--- src/design/qse_pkg.sv ---
`timescale 1ns / 1ps
// Shared types, codes and constants for the queue and stack exchange engine.
package qse_pkg;

	localparam int QUEUE_DEPTH_DEF = 8;
	localparam int STACK_DEPTH_DEF = 4;
	localparam int SWAP_COUNT_DEF  = 3;

	localparam int ACTION_W = 3;
	localparam int KIND_W   = 2;
	localparam int ID_W     = 32;
	localparam int STATUS_W = 3;
	localparam int QFILL_W  = 4;
	localparam int SFILL_W  = 3;
	localparam int IDX_W    = 2;

	typedef struct packed {
		logic [KIND_W-1:0] kind;
		logic [ID_W-1:0]   id;
	} item_t;

	typedef enum logic [ACTION_W-1:0] {
		ACT_APPEND     = 3'd0,
		ACT_PLAY       = 3'd1,
		ACT_RESERVE    = 3'd2,
		ACT_USE_TOP    = 3'd3,
		ACT_SWAP_ONE   = 3'd4,
		ACT_SWAP_THREE = 3'd5
	} act_t;

	typedef enum logic [STATUS_W-1:0] {
		STS_OK          = 3'd0,
		STS_QUEUE_EMPTY = 3'd1,
		STS_QUEUE_FULL  = 3'd2,
		STS_STACK_FULL  = 3'd3,
		STS_STACK_EMPTY = 3'd4,
		STS_TOO_FEW     = 3'd5
	} sts_code_t;

	typedef enum logic [1:0] {
		S_IDLE,
		S_SWAP,
		S_LAST,
		S_FINISH
	} state_t;

	typedef enum logic [2:0] {
		DP_NONE,
		DP_APPEND,
		DP_PLAY,
		DP_RESERVE,
		DP_POP,
		DP_SWAP
	} dp_op_t;

	typedef struct packed {
		logic             load;
		logic             publish;
		dp_op_t           op;
		logic [IDX_W-1:0] idx;
		sts_code_t        code;
	} ctrl_cmd_t;

	typedef struct packed {
		logic q_empty;
		logic q_full;
		logic q_few;
		logic s_empty;
		logic s_full;
		logic s_few;
		logic out_free;
	} dp_stat_t;

endpackage

--- src/design/qse_ctrl.sv ---
`timescale 1ns / 1ps
// Controller state machine: decodes the action and sequences the datapath.
module qse_ctrl #(
	parameter int SWAP_COUNT = qse_pkg::SWAP_COUNT_DEF
) (
	input  logic                          clk,
	input  logic                          arst_n,
	input  logic                          in_valid,
	output logic                          in_ready,
	input  logic [qse_pkg::ACTION_W-1:0]  action,
	input  qse_pkg::dp_stat_t             sts,
	output qse_pkg::ctrl_cmd_t            cmd
);
	import qse_pkg::*;

	state_t           state_q, state_d;
	dp_op_t           op_q, op_d;
	logic [IDX_W-1:0] idx_q, idx_d;

	always_ff @(posedge clk or negedge arst_n) begin
		if (!arst_n) begin
			state_q <= S_IDLE;
			op_q    <= DP_NONE;
			idx_q   <= '0;
		end else begin
			state_q <= state_d;
			op_q    <= op_d;
			idx_q   <= idx_d;
		end
	end

	always_comb begin
		state_d     = state_q;
		op_d        = op_q;
		idx_d       = idx_q;
		in_ready    = 1'b0;
		cmd.load    = 1'b0;
		cmd.publish = 1'b0;
		cmd.op      = DP_NONE;
		cmd.idx     = '0;
		cmd.code    = STS_OK;
		case (state_q)
			S_IDLE: begin
				in_ready = 1'b1;
				if (in_valid) begin
					cmd.load = 1'b1;
					state_d  = S_LAST;
					op_d     = DP_NONE;
					idx_d    = IDX_W'(1);
					case (action)
						ACT_APPEND: begin
							if (sts.q_full) cmd.code = STS_QUEUE_FULL;
							else op_d = DP_APPEND;
						end
						ACT_PLAY: begin
							if (sts.q_empty) cmd.code = STS_QUEUE_EMPTY;
							else op_d = DP_PLAY;
						end
						ACT_RESERVE: begin
							if (sts.s_full) cmd.code = STS_STACK_FULL;
							else if (sts.q_empty) cmd.code = STS_QUEUE_EMPTY;
							else op_d = DP_RESERVE;
						end
						ACT_USE_TOP: begin
							if (sts.s_empty) cmd.code = STS_STACK_EMPTY;
							else op_d = DP_POP;
						end
						ACT_SWAP_ONE: begin
							if (sts.q_empty || sts.s_empty) cmd.code = STS_TOO_FEW;
							else op_d = DP_SWAP;
						end
						ACT_SWAP_THREE: begin
							if (sts.q_few || sts.s_few) begin
								cmd.code = STS_TOO_FEW;
							end else begin
								op_d = DP_SWAP;
								// first pair is read now; walk the rest one pair a cycle
								if (SWAP_COUNT > 1) state_d = S_SWAP;
							end
						end
						default: begin
							cmd.code = STS_OK;
						end
					endcase
					if (op_d == DP_NONE) state_d = S_FINISH;
				end
			end
			S_SWAP: begin
				// write back the previous pair while reading the next one
				cmd.op  = DP_SWAP;
				cmd.idx = idx_q;
				if (idx_q == IDX_W'(SWAP_COUNT - 1)) begin
					state_d = S_LAST;
				end else begin
					idx_d = idx_q + IDX_W'(1);
				end
			end
			S_LAST: begin
				cmd.op  = op_q;
				state_d = S_FINISH;
			end
			S_FINISH: begin
				// hold the result until the output register is free
				if (sts.out_free) begin
					cmd.publish = 1'b1;
					state_d     = S_IDLE;
				end
			end
			default: begin
				state_d = S_IDLE;
			end
		endcase
	end

endmodule

--- src/design/qse_dpath.sv ---
`timescale 1ns / 1ps
// Datapath: queue and stack memories, pointers, counts and the output register.
module qse_dpath #(
	parameter int QUEUE_DEPTH = qse_pkg::QUEUE_DEPTH_DEF,
	parameter int STACK_DEPTH = qse_pkg::STACK_DEPTH_DEF,
	parameter int SWAP_COUNT  = qse_pkg::SWAP_COUNT_DEF
) (
	input  logic                          clk,
	input  logic                          arst_n,
	input  qse_pkg::ctrl_cmd_t            cmd,
	output qse_pkg::dp_stat_t             sts,
	input  logic [qse_pkg::KIND_W-1:0]    new_kind,
	input  logic [qse_pkg::ID_W-1:0]      new_id,
	output logic                          out_valid,
	input  logic                          out_ready,
	output logic [qse_pkg::STATUS_W-1:0]  status,
	output logic                          item_valid,
	output logic [qse_pkg::KIND_W-1:0]    item_kind,
	output logic [qse_pkg::ID_W-1:0]      item_id,
	output logic [qse_pkg::QFILL_W-1:0]   queue_fill,
	output logic [qse_pkg::SFILL_W-1:0]   stack_fill
);
	import qse_pkg::*;

	localparam int QAW = $clog2(QUEUE_DEPTH);
	localparam int QCW = $clog2(QUEUE_DEPTH + 1);
	localparam int SAW = $clog2(STACK_DEPTH);
	localparam int SCW = $clog2(STACK_DEPTH + 1);

	item_t q_mem [QUEUE_DEPTH];
	item_t s_mem [STACK_DEPTH];

	logic [QAW-1:0] q_head_q;
	logic [QCW-1:0] q_count_q;
	logic [SCW-1:0] s_count_q;

	item_t          fresh_q;
	sts_code_t      code_q;
	logic           got_valid_q;
	item_t          got_q;

	item_t          q_rdata_s1, s_rdata_s1;
	logic [QAW-1:0] q_raddr_s1;
	logic [SAW-1:0] s_raddr_s1;

	logic                out_valid_q;
	logic [STATUS_W-1:0] out_status_q;
	logic                out_iv_q;
	item_t               out_item_q;
	logic [QFILL_W-1:0]  out_qf_q;
	logic [SFILL_W-1:0]  out_sf_q;

	logic [QCW:0]   q_sum_rd, q_sum_tail;
	logic [QAW-1:0] q_raddr, q_tail, q_head_inc;
	logic [SAW-1:0] s_raddr;
	logic           q_we, s_we;
	logic [QAW-1:0] q_waddr;
	logic [SAW-1:0] s_waddr;
	item_t          q_wdata, s_wdata;

	// read address: head plus pair index, wrapped by one compare and subtract
	always_comb begin
		q_sum_rd   = (QCW+1)'(q_head_q) + (QCW+1)'(cmd.idx);
		q_raddr    = (q_sum_rd >= (QCW+1)'(QUEUE_DEPTH)) ?
			QAW'(q_sum_rd - (QCW+1)'(QUEUE_DEPTH)) : QAW'(q_sum_rd);
		q_sum_tail = (QCW+1)'(q_head_q) + (QCW+1)'(q_count_q);
		q_tail     = (q_sum_tail >= (QCW+1)'(QUEUE_DEPTH)) ?
			QAW'(q_sum_tail - (QCW+1)'(QUEUE_DEPTH)) : QAW'(q_sum_tail);
		q_head_inc = (q_head_q == QAW'(QUEUE_DEPTH - 1)) ? '0 : q_head_q + QAW'(1);
		if (s_count_q > SCW'(cmd.idx)) begin
			s_raddr = SAW'(s_count_q - SCW'(cmd.idx) - SCW'(1));
		end else begin
			s_raddr = '0;
		end
	end

	always_comb begin
		q_we    = 1'b0;
		s_we    = 1'b0;
		q_waddr = q_tail;
		s_waddr = SAW'(s_count_q);
		q_wdata = fresh_q;
		s_wdata = q_rdata_s1;
		case (cmd.op)
			DP_APPEND, DP_PLAY: begin
				q_we = 1'b1;
			end
			DP_RESERVE: begin
				q_we = 1'b1;
				s_we = 1'b1;
			end
			DP_SWAP: begin
				q_we    = 1'b1;
				s_we    = 1'b1;
				q_waddr = q_raddr_s1;
				s_waddr = s_raddr_s1;
				q_wdata = s_rdata_s1;
			end
			default: begin
				q_we = 1'b0;
			end
		endcase
	end

	always_ff @(posedge clk) begin
		q_rdata_s1 <= q_mem[q_raddr];
		q_raddr_s1 <= q_raddr;
		if (q_we) q_mem[q_waddr] <= q_wdata;
	end

	always_ff @(posedge clk) begin
		s_rdata_s1 <= s_mem[s_raddr];
		s_raddr_s1 <= s_raddr;
		if (s_we) s_mem[s_waddr] <= s_wdata;
	end

	always_ff @(posedge clk or negedge arst_n) begin
		if (!arst_n) begin
			q_head_q    <= '0;
			q_count_q   <= '0;
			s_count_q   <= '0;
			got_valid_q <= 1'b0;
			out_valid_q <= 1'b0;
		end else begin
			case (cmd.op)
				DP_APPEND: begin
					q_count_q <= q_count_q + QCW'(1);
				end
				DP_PLAY: begin
					q_head_q    <= q_head_inc;
					got_valid_q <= 1'b1;
				end
				DP_RESERVE: begin
					q_head_q    <= q_head_inc;
					s_count_q   <= s_count_q + SCW'(1);
					got_valid_q <= 1'b1;
				end
				DP_POP: begin
					s_count_q   <= s_count_q - SCW'(1);
					got_valid_q <= 1'b1;
				end
				default: begin
					got_valid_q <= got_valid_q & ~cmd.load;
				end
			endcase
			if (cmd.publish) out_valid_q <= 1'b1;
			else if (out_ready) out_valid_q <= 1'b0;
		end
	end

	always_ff @(posedge clk) begin
		if (cmd.load) begin
			fresh_q.kind <= new_kind;
			fresh_q.id   <= new_id;
			code_q       <= cmd.code;
		end
		if (cmd.op == DP_PLAY || cmd.op == DP_RESERVE) got_q <= q_rdata_s1;
		else if (cmd.op == DP_POP) got_q <= s_rdata_s1;
		if (cmd.publish) begin
			out_status_q <= code_q;
			out_iv_q     <= got_valid_q;
			// report zeros when no word was removed
			out_item_q   <= got_valid_q ? got_q : '0;
			out_qf_q     <= QFILL_W'(q_count_q);
			out_sf_q     <= SFILL_W'(s_count_q);
		end
	end

	assign sts.q_empty  = (q_count_q == '0);
	assign sts.q_full   = (q_count_q == QCW'(QUEUE_DEPTH));
	assign sts.q_few    = (q_count_q < QCW'(SWAP_COUNT));
	assign sts.s_empty  = (s_count_q == '0);
	assign sts.s_full   = (s_count_q == SCW'(STACK_DEPTH));
	assign sts.s_few    = (s_count_q < SCW'(SWAP_COUNT));
	assign sts.out_free = ~out_valid_q | out_ready;

	assign out_valid  = out_valid_q;
	assign status     = out_status_q;
	assign item_valid = out_iv_q;
	assign item_kind  = out_item_q.kind;
	assign item_id    = out_item_q.id;
	assign queue_fill = out_qf_q;
	assign stack_fill = out_sf_q;

endmodule

--- src/design/queue_stack_exchange_engine.sv ---
`timescale 1ns / 1ps
// Top level of the queue and stack exchange engine.
//
// One word on the slave stream carries an action (tuser) and an incoming item
// (tdata); each accepted word yields exactly one result word on the master
// stream: status, removed item, and the queue and stack fills after the step.
// The queue and stack are small memories with one registered read port each,
// so an item is read in the accept cycle and written back in the next cycle.
// After the accepting edge, a rejected action or an unused code goes straight
// to the finish state; append, play, reserve, use-top and swap-one pass the
// last state on the way, and swap-three walks its other pairs in the swap
// state (one pair per cycle) before the last state. The result is published
// from the finish state once the output register is free, and the next word
// is taken as soon as the block is back in its idle state.
// A result waiting in the output register does not block acceptance; only the
// publication of the following result waits for m_tready, and until then no
// further word is taken.
// Reset empties the queue and the stack and drops any pending result; stored
// items are not cleared and need no clearing pass.
module queue_stack_exchange_engine #(
	parameter int QUEUE_DEPTH = qse_pkg::QUEUE_DEPTH_DEF,
	parameter int STACK_DEPTH = qse_pkg::STACK_DEPTH_DEF,
	parameter int SWAP_COUNT  = qse_pkg::SWAP_COUNT_DEF
) (
	input  logic        clk,
	input  logic        arst_n,
	input  logic        s_tvalid,
	output logic        s_tready,
	input  logic [39:0] s_tdata,   // new_kind[1:0], new_id[33:2], zero[39:34]
	input  logic [2:0]  s_tuser,   // action[2:0]
	output logic        m_tvalid,
	input  logic        m_tready,
	output logic [47:0] m_tdata,   // item_kind[1:0], item_id[33:2], queue_fill[37:34],
	                               // stack_fill[40:38], zero[47:41]
	output logic [3:0]  m_tuser    // status[2:0], item_valid[3]
);
	import qse_pkg::*;

	ctrl_cmd_t cmd;
	dp_stat_t  sts;

	logic [STATUS_W-1:0] status;
	logic                item_valid;
	logic [KIND_W-1:0]   item_kind;
	logic [ID_W-1:0]     item_id;
	logic [QFILL_W-1:0]  queue_fill;
	logic [SFILL_W-1:0]  stack_fill;

	qse_ctrl #(
		.SWAP_COUNT(SWAP_COUNT)
	) u_ctrl (
		.clk      (clk),
		.arst_n   (arst_n),
		.in_valid (s_tvalid),
		.in_ready (s_tready),
		.action   (s_tuser[ACTION_W-1:0]),
		.sts      (sts),
		.cmd      (cmd)
	);

	qse_dpath #(
		.QUEUE_DEPTH(QUEUE_DEPTH),
		.STACK_DEPTH(STACK_DEPTH),
		.SWAP_COUNT (SWAP_COUNT)
	) u_dpath (
		.clk        (clk),
		.arst_n     (arst_n),
		.cmd        (cmd),
		.sts        (sts),
		.new_kind   (s_tdata[KIND_W-1:0]),
		.new_id     (s_tdata[KIND_W+ID_W-1:KIND_W]),
		.out_valid  (m_tvalid),
		.out_ready  (m_tready),
		.status     (status),
		.item_valid (item_valid),
		.item_kind  (item_kind),
		.item_id    (item_id),
		.queue_fill (queue_fill),
		.stack_fill (stack_fill)
	);

	assign m_tdata = {7'd0, stack_fill, queue_fill, item_id, item_kind};
	assign m_tuser = {item_valid, status};

	// every step leaves the idle state once its word is taken, so a word is never taken back to back
	a_no_back_to_back: assert property (@(posedge clk) disable iff (!arst_n)
		(s_tvalid && s_tready) |=> !s_tready)
		else $error("input accepted in two consecutive cycles");

	// a removed item is reported only by a successful step
	a_item_only_ok: assert property (@(posedge clk) disable iff (!arst_n)
		(m_tvalid && m_tuser[3]) |-> (m_tuser[2:0] == STS_OK))
		else $error("item reported with a failing status");

	// no reported item means zero kind and id
	a_item_zero: assert property (@(posedge clk) disable iff (!arst_n)
		(m_tvalid && !m_tuser[3]) |-> (m_tdata[33:0] == '0))
		else $error("item fields not cleared without a reported item");

	// a datapath update never runs while the controller can take a word
	a_update_busy: assert property (@(posedge clk) disable iff (!arst_n)
		(cmd.op != DP_NONE) |-> !s_tready)
		else $error("datapath update while idle");

endmodule

--- config.mk ---
export PLATFORM = sky130hd
export DESIGN_NAME = queue_stack_exchange_engine
export DESIGN_NICKNAME = d
export VERILOG_FILES = /design/src/design/qse_pkg.sv /design/src/design/qse_ctrl.sv /design/src/design/qse_dpath.sv /design/src/design/queue_stack_exchange_engine.sv
export SDC_FILE = /design/constraint.sdc
export NUM_CORES = 1
export LEC_CHECK = 0
export ABC_AREA = 1
export BUFFER_PORTS_ARGS = -buffer_cell sky130_fd_sc_hd__buf_2
export CORE_UTILIZATION = 45
export CTS_BUF_LIST = sky130_fd_sc_hd__clkbuf_8
export DETAILED_ROUTE_END_ITERATION = 10
export HOLD_SLACK_MARGIN = 0.15
export SYNTH_ARGS = -nofsm -noshare
export SYNTH_HDL_FRONTEND = slang
export SYNTH_SLANG_ARGS = --single-unit
--- constraint.sdc ---
create_clock -name clk -period 4.6 [get_ports clk]
set_input_delay 0.69 -clock clk [delete_from_list [all_inputs] [get_ports clk]]
set_output_delay 0.69 -clock clk [all_outputs]
set_load 0.005 [all_outputs]
==> summary.txt, run 1 <==
Final Slew Violations: 0
Post-synth top cells: edfxtp_1, nand2_1, nor2_1, inv_1, o21ai_0
CP max stage delay: 1120 ps
critical path startpoint: u_ctrl.state_q[1]
total wire length: 50000 um
Layout area overhead: 13.1%
final core occ: 51.8%
register area share after synthesis: 75.0%
clock sinks: 616
share of cells above drive strength 1: 14.1%
drt initial violations: 1150
Worst-Margin Slew: 1130 ps
Fin Setup TNS: 0 ps
Reg2Reg Depth: 11
RR Startpoint: u_ctrl.state_q[1]
maximum resistive drop on vdd: 0.767 mV
DR WL/cell: 18.6 um
Gate power share: 32.6%
drt via density: 5.12
Port Buffers: 87
Mapped Cells: 1808
Worst EP arrival: 3810 ps
largest net degree at the start of global routing: 138
syn_area_per_cell: 13.0 um2
detailed-route DRC error count: 0
vias post-DR: 13792
Num CTS Buffers: 96
HP Class: in2reg
height of the chip: 231 um
area share of the largest cell type after synthesis: 66.8%
register share of total power: 44.5%
fillers: 4404
CTS tree: yes
die width: 231 um
WS Path Type: reg2reg
Final Cycle Share: 71.2%
Slew Limit Headroom: 24.3%
# IOs: 101
largest area contributor in the netlist: edfxtp_1
CP Cell Sequence: inv_1 > ha_1 > nand2_1 > inv_1 > ha_4 > fa_4 > buf_4 > o21ai_0 > o32ai_1 > inv_1 > o21ai_1
Post CTS Setup Buffer Count: 0
outcome: finished, final reports clean
Syn. warnings: 0
synth unique cells: 42
ANT nets after route: 0
Cell Area, Synth: 0.0236 mm2
count leader, synth: edfxtp_1
Clock Latency Late Sink: 660 ps
# H-tree levels: 3
critical-path maximum fanout: 41
Antenna Cells: 0
Clk pin slew, worst setup/hold paths: 70 ps
clock network fraction of total power: 22.9%
die area: 0.0533 mm2
CP Launch Type: register
Max clock buf depth: 3
Final #Nets: 1997
Sw Ratio: 36.5%
reg2reg end: u_dpath.q_rdata_s1[8]
Pwr Density: 716 mW/mm2
most used cell, CP: inv_1
post-synthesis register bit count: 616
Initial DRT Pass Iterations: 5
CP Capture Type: register
Post-synth ARST share: 3.08%
Post-synth EDFFs: 524
Switch Pwr: 6960 uW
r2r setup slk: 1330 ps
top cells by area, synth: edfxtp_1, dfxtp_1, nand2_1, nor2_1, o21ai_0
Max stage delay cell, worst path: fa_4
Max Fclk: 0.305 GHz
Worst EP required: 5140 ps
initial core utilization: 45.8%
Routability Congestion: 0.821
first-pass GRT wire length: 76400 um
total grt overflow: 0
Setup Viol. Count Final: 0
crit path to: u_dpath.q_rdata_s1[8]
Final HPWL DP: 28900 um
# rows: 83
total track usage: 19.0%
Int Pwr: 12100 uW
leakage power: 0.0100 uW
Max-cap violations: 0
ys flop type: edfxtp_1
Core ar.: 0.0515 mm2
post-layout min period: 3270 ps
initial antenna violation count: 1
vias in the first global route: 12992
RSZ-0062 raised after global routing: false
Root Buffer: clkbuf_8
Post-Route Skew: 17.3 ps
final hold vios: 0
-- final cells by class --
cell class	instances	area [um2]	share of cell area, %
flip-flops and latches	616	17700	66.3
multi-input cells	926	4890	18.3
clock buffers	113	1560	5.83
well taps	680	851	3.19
repair buffers	118	721	2.70
inverters	174	657	2.46
clock inverters	67	318	1.19
-- worst min path at each step --
stage | startpoint | endpoint | slack [ps] | depth (start not counted)
CTS | s_tdata[29] | u_dpath.fresh_q[27] | 150 | 1
detailed placement | u_dpath.code_q[2] | u_dpath.status[2] | 410 | 0
floorplan | arst_n | u_ctrl.idx_q[0] | 390 | 0
global placement | u_dpath.code_q[2] | u_dpath.status[2] | 410 | 0
global route | s_tdata[9] | u_dpath.fresh_q[7] | 180 | 1
finish | s_tdata[24] | u_dpath.fresh_q[22] | 210 | 1
-- timing repair --
| item | in CTS | in global routing |
|---|---|---|
| gates resized for setup | 0 | 0 |
| endpoints found under the hold margin | 19 | 0 |
| hold buffers | 1 | 0 |
-- sequential cells by signal, summed over array words and instances (netlist names), 4 cells and up --
register            cells
u_dpath.fresh_q        34
u_dpath.got_q          34
u_dpath.item_id        32
u_dpath.q_count_q       4
u_dpath.q_mem         272
u_dpath.q_rdata_s1     34
u_dpath.queue_fill      4
u_dpath.s_mem         136
u_dpath.s_rdata_s1     34
-- power groups by stage --
stage	clock network, uW	registers, uW	logic [uW]
5_1_grt	4730	8600	6990
3_3_place_gp	0	8550	6110
4_1_cts	4480	8490	6290
2_1_floorplan	0	8390	4430
3_5_place_dp	0	8600	6270
6_report	4370	8490	6220
-- routing by layer --
layer / vias to the layer above / track usage, % / part of all wire, %
met2: 402 / 29.5 / 46
met3: 66 / 3.05 / 5.7
met4: 0 / 6.39 / 1.9
met1: 6715 / 27.1 / 47
li1: 6609 / - / -
met5: - / 0 / 0
-- cells by family after synthesis --
logic type                 count (synthesis)  synth area share, %
DFF                                      616                 75.0
and+or+nand+nor                          555                 9.50
AOI/OAI and AO/OA                        339                 9.23
buffers and inverters                    272                 4.94
adders and majority gates                 18                 1.05
xor gates and xnor gates                   7                0.292
other                                      1               0.0159
-- cells in the final DEF (no fill, tap or decap), types with 2 or more instances in the layout --
| cell | synthesis | layout |
|---|---|---|
| ha_1 | 15 | 14 |
| o211ai_1 | 72 | 72 |
| dfxtp_1 | 73 | 73 |
| inv_2 | 5 | 5 |
| or2_0 | 6 | 6 |
| clkbuf_8 | 0 | 113 |
| or2_1 | 17 | 17 |
| buf_12 | 0 | 4 |
| or2_2 | 13 | 13 |
| buf_4 | 20 | 26 |
| nor3_1 | 3 | 3 |
| clkinv_2 | 1 | 5 |
| xor2_1 | 4 | 4 |
| o31ai_1 | 2 | 2 |
| buf_2 | 29 | 87 |
| dfrtp_1 | 19 | 19 |
| nand3_1 | 7 | 7 |
| a21oi_1 | 4 | 3 |
| clkinv_1 | 0 | 5 |
| xnor2_1 | 2 | 2 |
| o21ai_0 | 154 | 154 |
| edfxtp_1 | 524 | 524 |
| nand4_1 | 6 | 6 |
| nand2_1 | 266 | 266 |
| nor2_4 | 0 | 12 |
| inv_1 | 168 | 221 |
| o21ai_1 | 32 | 32 |
| nand3_2 | 3 | 3 |
| bufinv_16 | 0 | 2 |
| fa_1 | 3 | 2 |
| o32ai_1 | 68 | 68 |
| conb_1 | 1 | 7 |
| nor2_1 | 231 | 219 |
-- critical path: cells and delay by family (launching register included) --
| family | cells | cell delay, ps |
|---|---|---|
| adder cells (fa/ha/maj) | 3 | 1530 |
| buffers and inverters | 4 | 620 |
| AO/OA/AOI/OAI | 3 | 500 |
| flip-flops | 1 | 380 |
| AND/OR/NAND/NOR | 1 | 90 |
-- per-stage QoR --
stage	setup WS (ps)	std cells	hold WS, ps	total power, uW	area (um2)
finish	1330	2694	211	19100	26700
global route	1050	2694	179	20300	26700
CTS	1280	2694	155	19300	26700
detailed placement	1330	2513	409	14900	24800
global placement	1400	2513	406	14700	24800
floorplan	1180	1814	394	12800	23600
Power figures use the tool's default switching activity.
==> inputs of run 2 (changes only) <==
- clock period: 4.6 -> 2.7 ns (I/O delays scaled with it)
==> summary.txt, run 2 (synthesis results as in run 1) <==
outcome: finished, final reports clean
# H-tree levels: 3
most common cell after layout, fill and taps aside: edfxtp_1
reg2reg end: u_dpath.q_rdata_s1[10]
Most flops, register: u_dpath.q_mem
Reg2Reg Depth: 11
RSZ-0062 raised after global routing: true
initial core utilization: 45.8%
share of cells above drive strength 1: 18.9%
Final Cycle Share: 98.2%
max reg flops: 272
total wire length: 52900 um
CP Launch Type: register
Pwr Density: 1230 mW/mm2
Final HPWL DP: 30700 um
Num CTS Buffers: 98
CP Capture Type: register
Slew Limit Headroom: 47.2%
Worst EP arrival: 3230 ps
largest net degree at the start of global routing: 54
die area: 0.0533 mm2
die width: 231 um
height of the chip: 231 um
Worst-Margin Slew: 783 ps
maximum resistive drop on vdd: 0.886 mV
detailed-route DRC error count: 0
met1 usage: 28.1%
CP max stage delay: 920 ps
Int Pwr: 22500 uW
Gate power share: 37.4%
drt via density: 5.12
Port Buffers: 87
Sw Ratio: 36.0%
Fin Setup TNS: 0 ps
drt initial violations: 1024
Max clock buf depth: 3
total track usage: 19.7%
r2r setup slk: 50 ps
Max Fclk: 0.377 GHz
Final #Nets: 2107
Final Slew Violations: 0
# rows: 83
global routing usage on met3: 3.35%
PnR Total Power: 35100 uW
fillers: 4272
Switch Pwr: 12600 uW
Routability Congestion: 0.762
register share of total power: 41.3%
HP Class: in2async
grt peak-use layer: met2
total grt overflow: 0
DR WL/cell: 18.9 um
Clock Latency Late Sink: 660 ps
met2 Usage GRT: 30.3%
worst slack, placed: -186 ps
Core ar.: 0.0515 mm2
Max stage delay cell, worst path: fa_4
vias in the first global route: 13799
crit path to: u_dpath.q_rdata_s1[10]
critical-path maximum fanout: 7
FF+latch area: 0.0177 mm2
Initial DRT Pass Iterations: 5
clock sinks: 616
Setup Viol. Count Final: 0
# IOs: 101
CTS tree: yes
ANT nets after route: 0
vias post-DR: 14362
WS Path Type: reg2reg
Post-Route Skew: 18.2 ps
CP Cell Sequence: ha_4 > nand2_4 > inv_4 > ha_4 > fa_4 > buf_12 > buf_12 > o21ai_0 > o32ai_4 > inv_1 > o21ai_2
initial antenna violation count: 1
Root Buffer: clkbuf_8
Hold WS: 216 ps
clock network fraction of total power: 21.3%
Regs by FF count: u_dpath.q_mem x272, u_dpath.s_mem x136
leakage power: 0.0107 uW
RR Startpoint: u_ctrl.state_q[0]
final hold vios: 0
Clk pin slew, worst setup/hold paths: 70 ps
Max-cap violations: 0
first-pass GRT wire length: 79600 um
final core occ: 55.2%
Layout area overhead: 20.7%
post-layout min period: 2650 ps
most frequent cells in the layout: edfxtp_1, nand2_1, nor2_1
worst setup margin: 48.4 ps
critical path startpoint: u_ctrl.state_q[0]
Multi-input gate area: 0.00516 mm2
Worst EP required: 3280 ps
-- run 2: worst min-delay path by stage --
stage	cells after the start	slack, ps	to
floorplan	0	110	u_ctrl.idx_q[0]
global placement	1	370	u_dpath.q_count_q[1]
detailed placement	1	380	u_dpath.q_count_q[1]
CTS	5	160	u_ctrl.state_q[0]
global route	2	240	u_dpath.out_valid
finish	2	220	u_dpath.out_valid
-- run 2: critical path, delay by kind of cell, from the launching register on --
kind	cells	cell delay [ps]
AOI/OAI and AO/OA	3	370
adders and majority gates	3	1260
buffers and inverters	4	420
DFF	1	440
and+or+nand+nor	1	70
-- run 2: what timing repair did --
action	in CTS	in global routing
gates cloned	2	7
gates resized for setup	11	56
setup buffers	4	4
endpoints found under the hold margin	55	0
pin swaps	1	14
setup endpoints to repair	249	394
hold buffers	37	0
-- run 2: area by class of cell --
type | count | share of cell area (%)
Clock inverter | 65 | 1.13
Clock buffer | 114 | 5.52
Inverter | 174 | 2.32
Sequential cell | 616 | 62.1
Tap cell | 680 | 2.99
Timing Repair Buffer | 225 | 7.74
Antenna cell | 2 | 0.0176
Multi-Input combinational cell | 927 | 18.2
-- run 2: power groups by stage --
stage | Clock, uW | Combinational, uW | Sequential (uW)
6_report | 7490 | 13100 | 14500
5_1_grt | 8090 | 14500 | 14700
4_1_cts | 7690 | 12400 | 14500
3_5_place_dp | 0 | 12000 | 14600
3_3_place_gp | 0 | 11700 | 14600
2_1_floorplan | 0 | 7620 | 14300
-- run 2: through the flow --
step / cells / cell area (um2)
2_1_floorplan: 1814 / 23600
6_report: 2803 / 28400
5_1_grt: 2802 / 28400
4_1_cts: 2791 / 28000
3_5_place_dp: 2569 / 25600
3_3_place_gp: 2569 / 25600
-- run 2: metal layers --
layer	share of wire, %	vias to the layer above	routed length [um]
li1	-	6847	-
met1	46	6974	24200
met2	46	470	24500
met3	6.1	71	3220
met4	1.9	0	989
met5	0	-	0
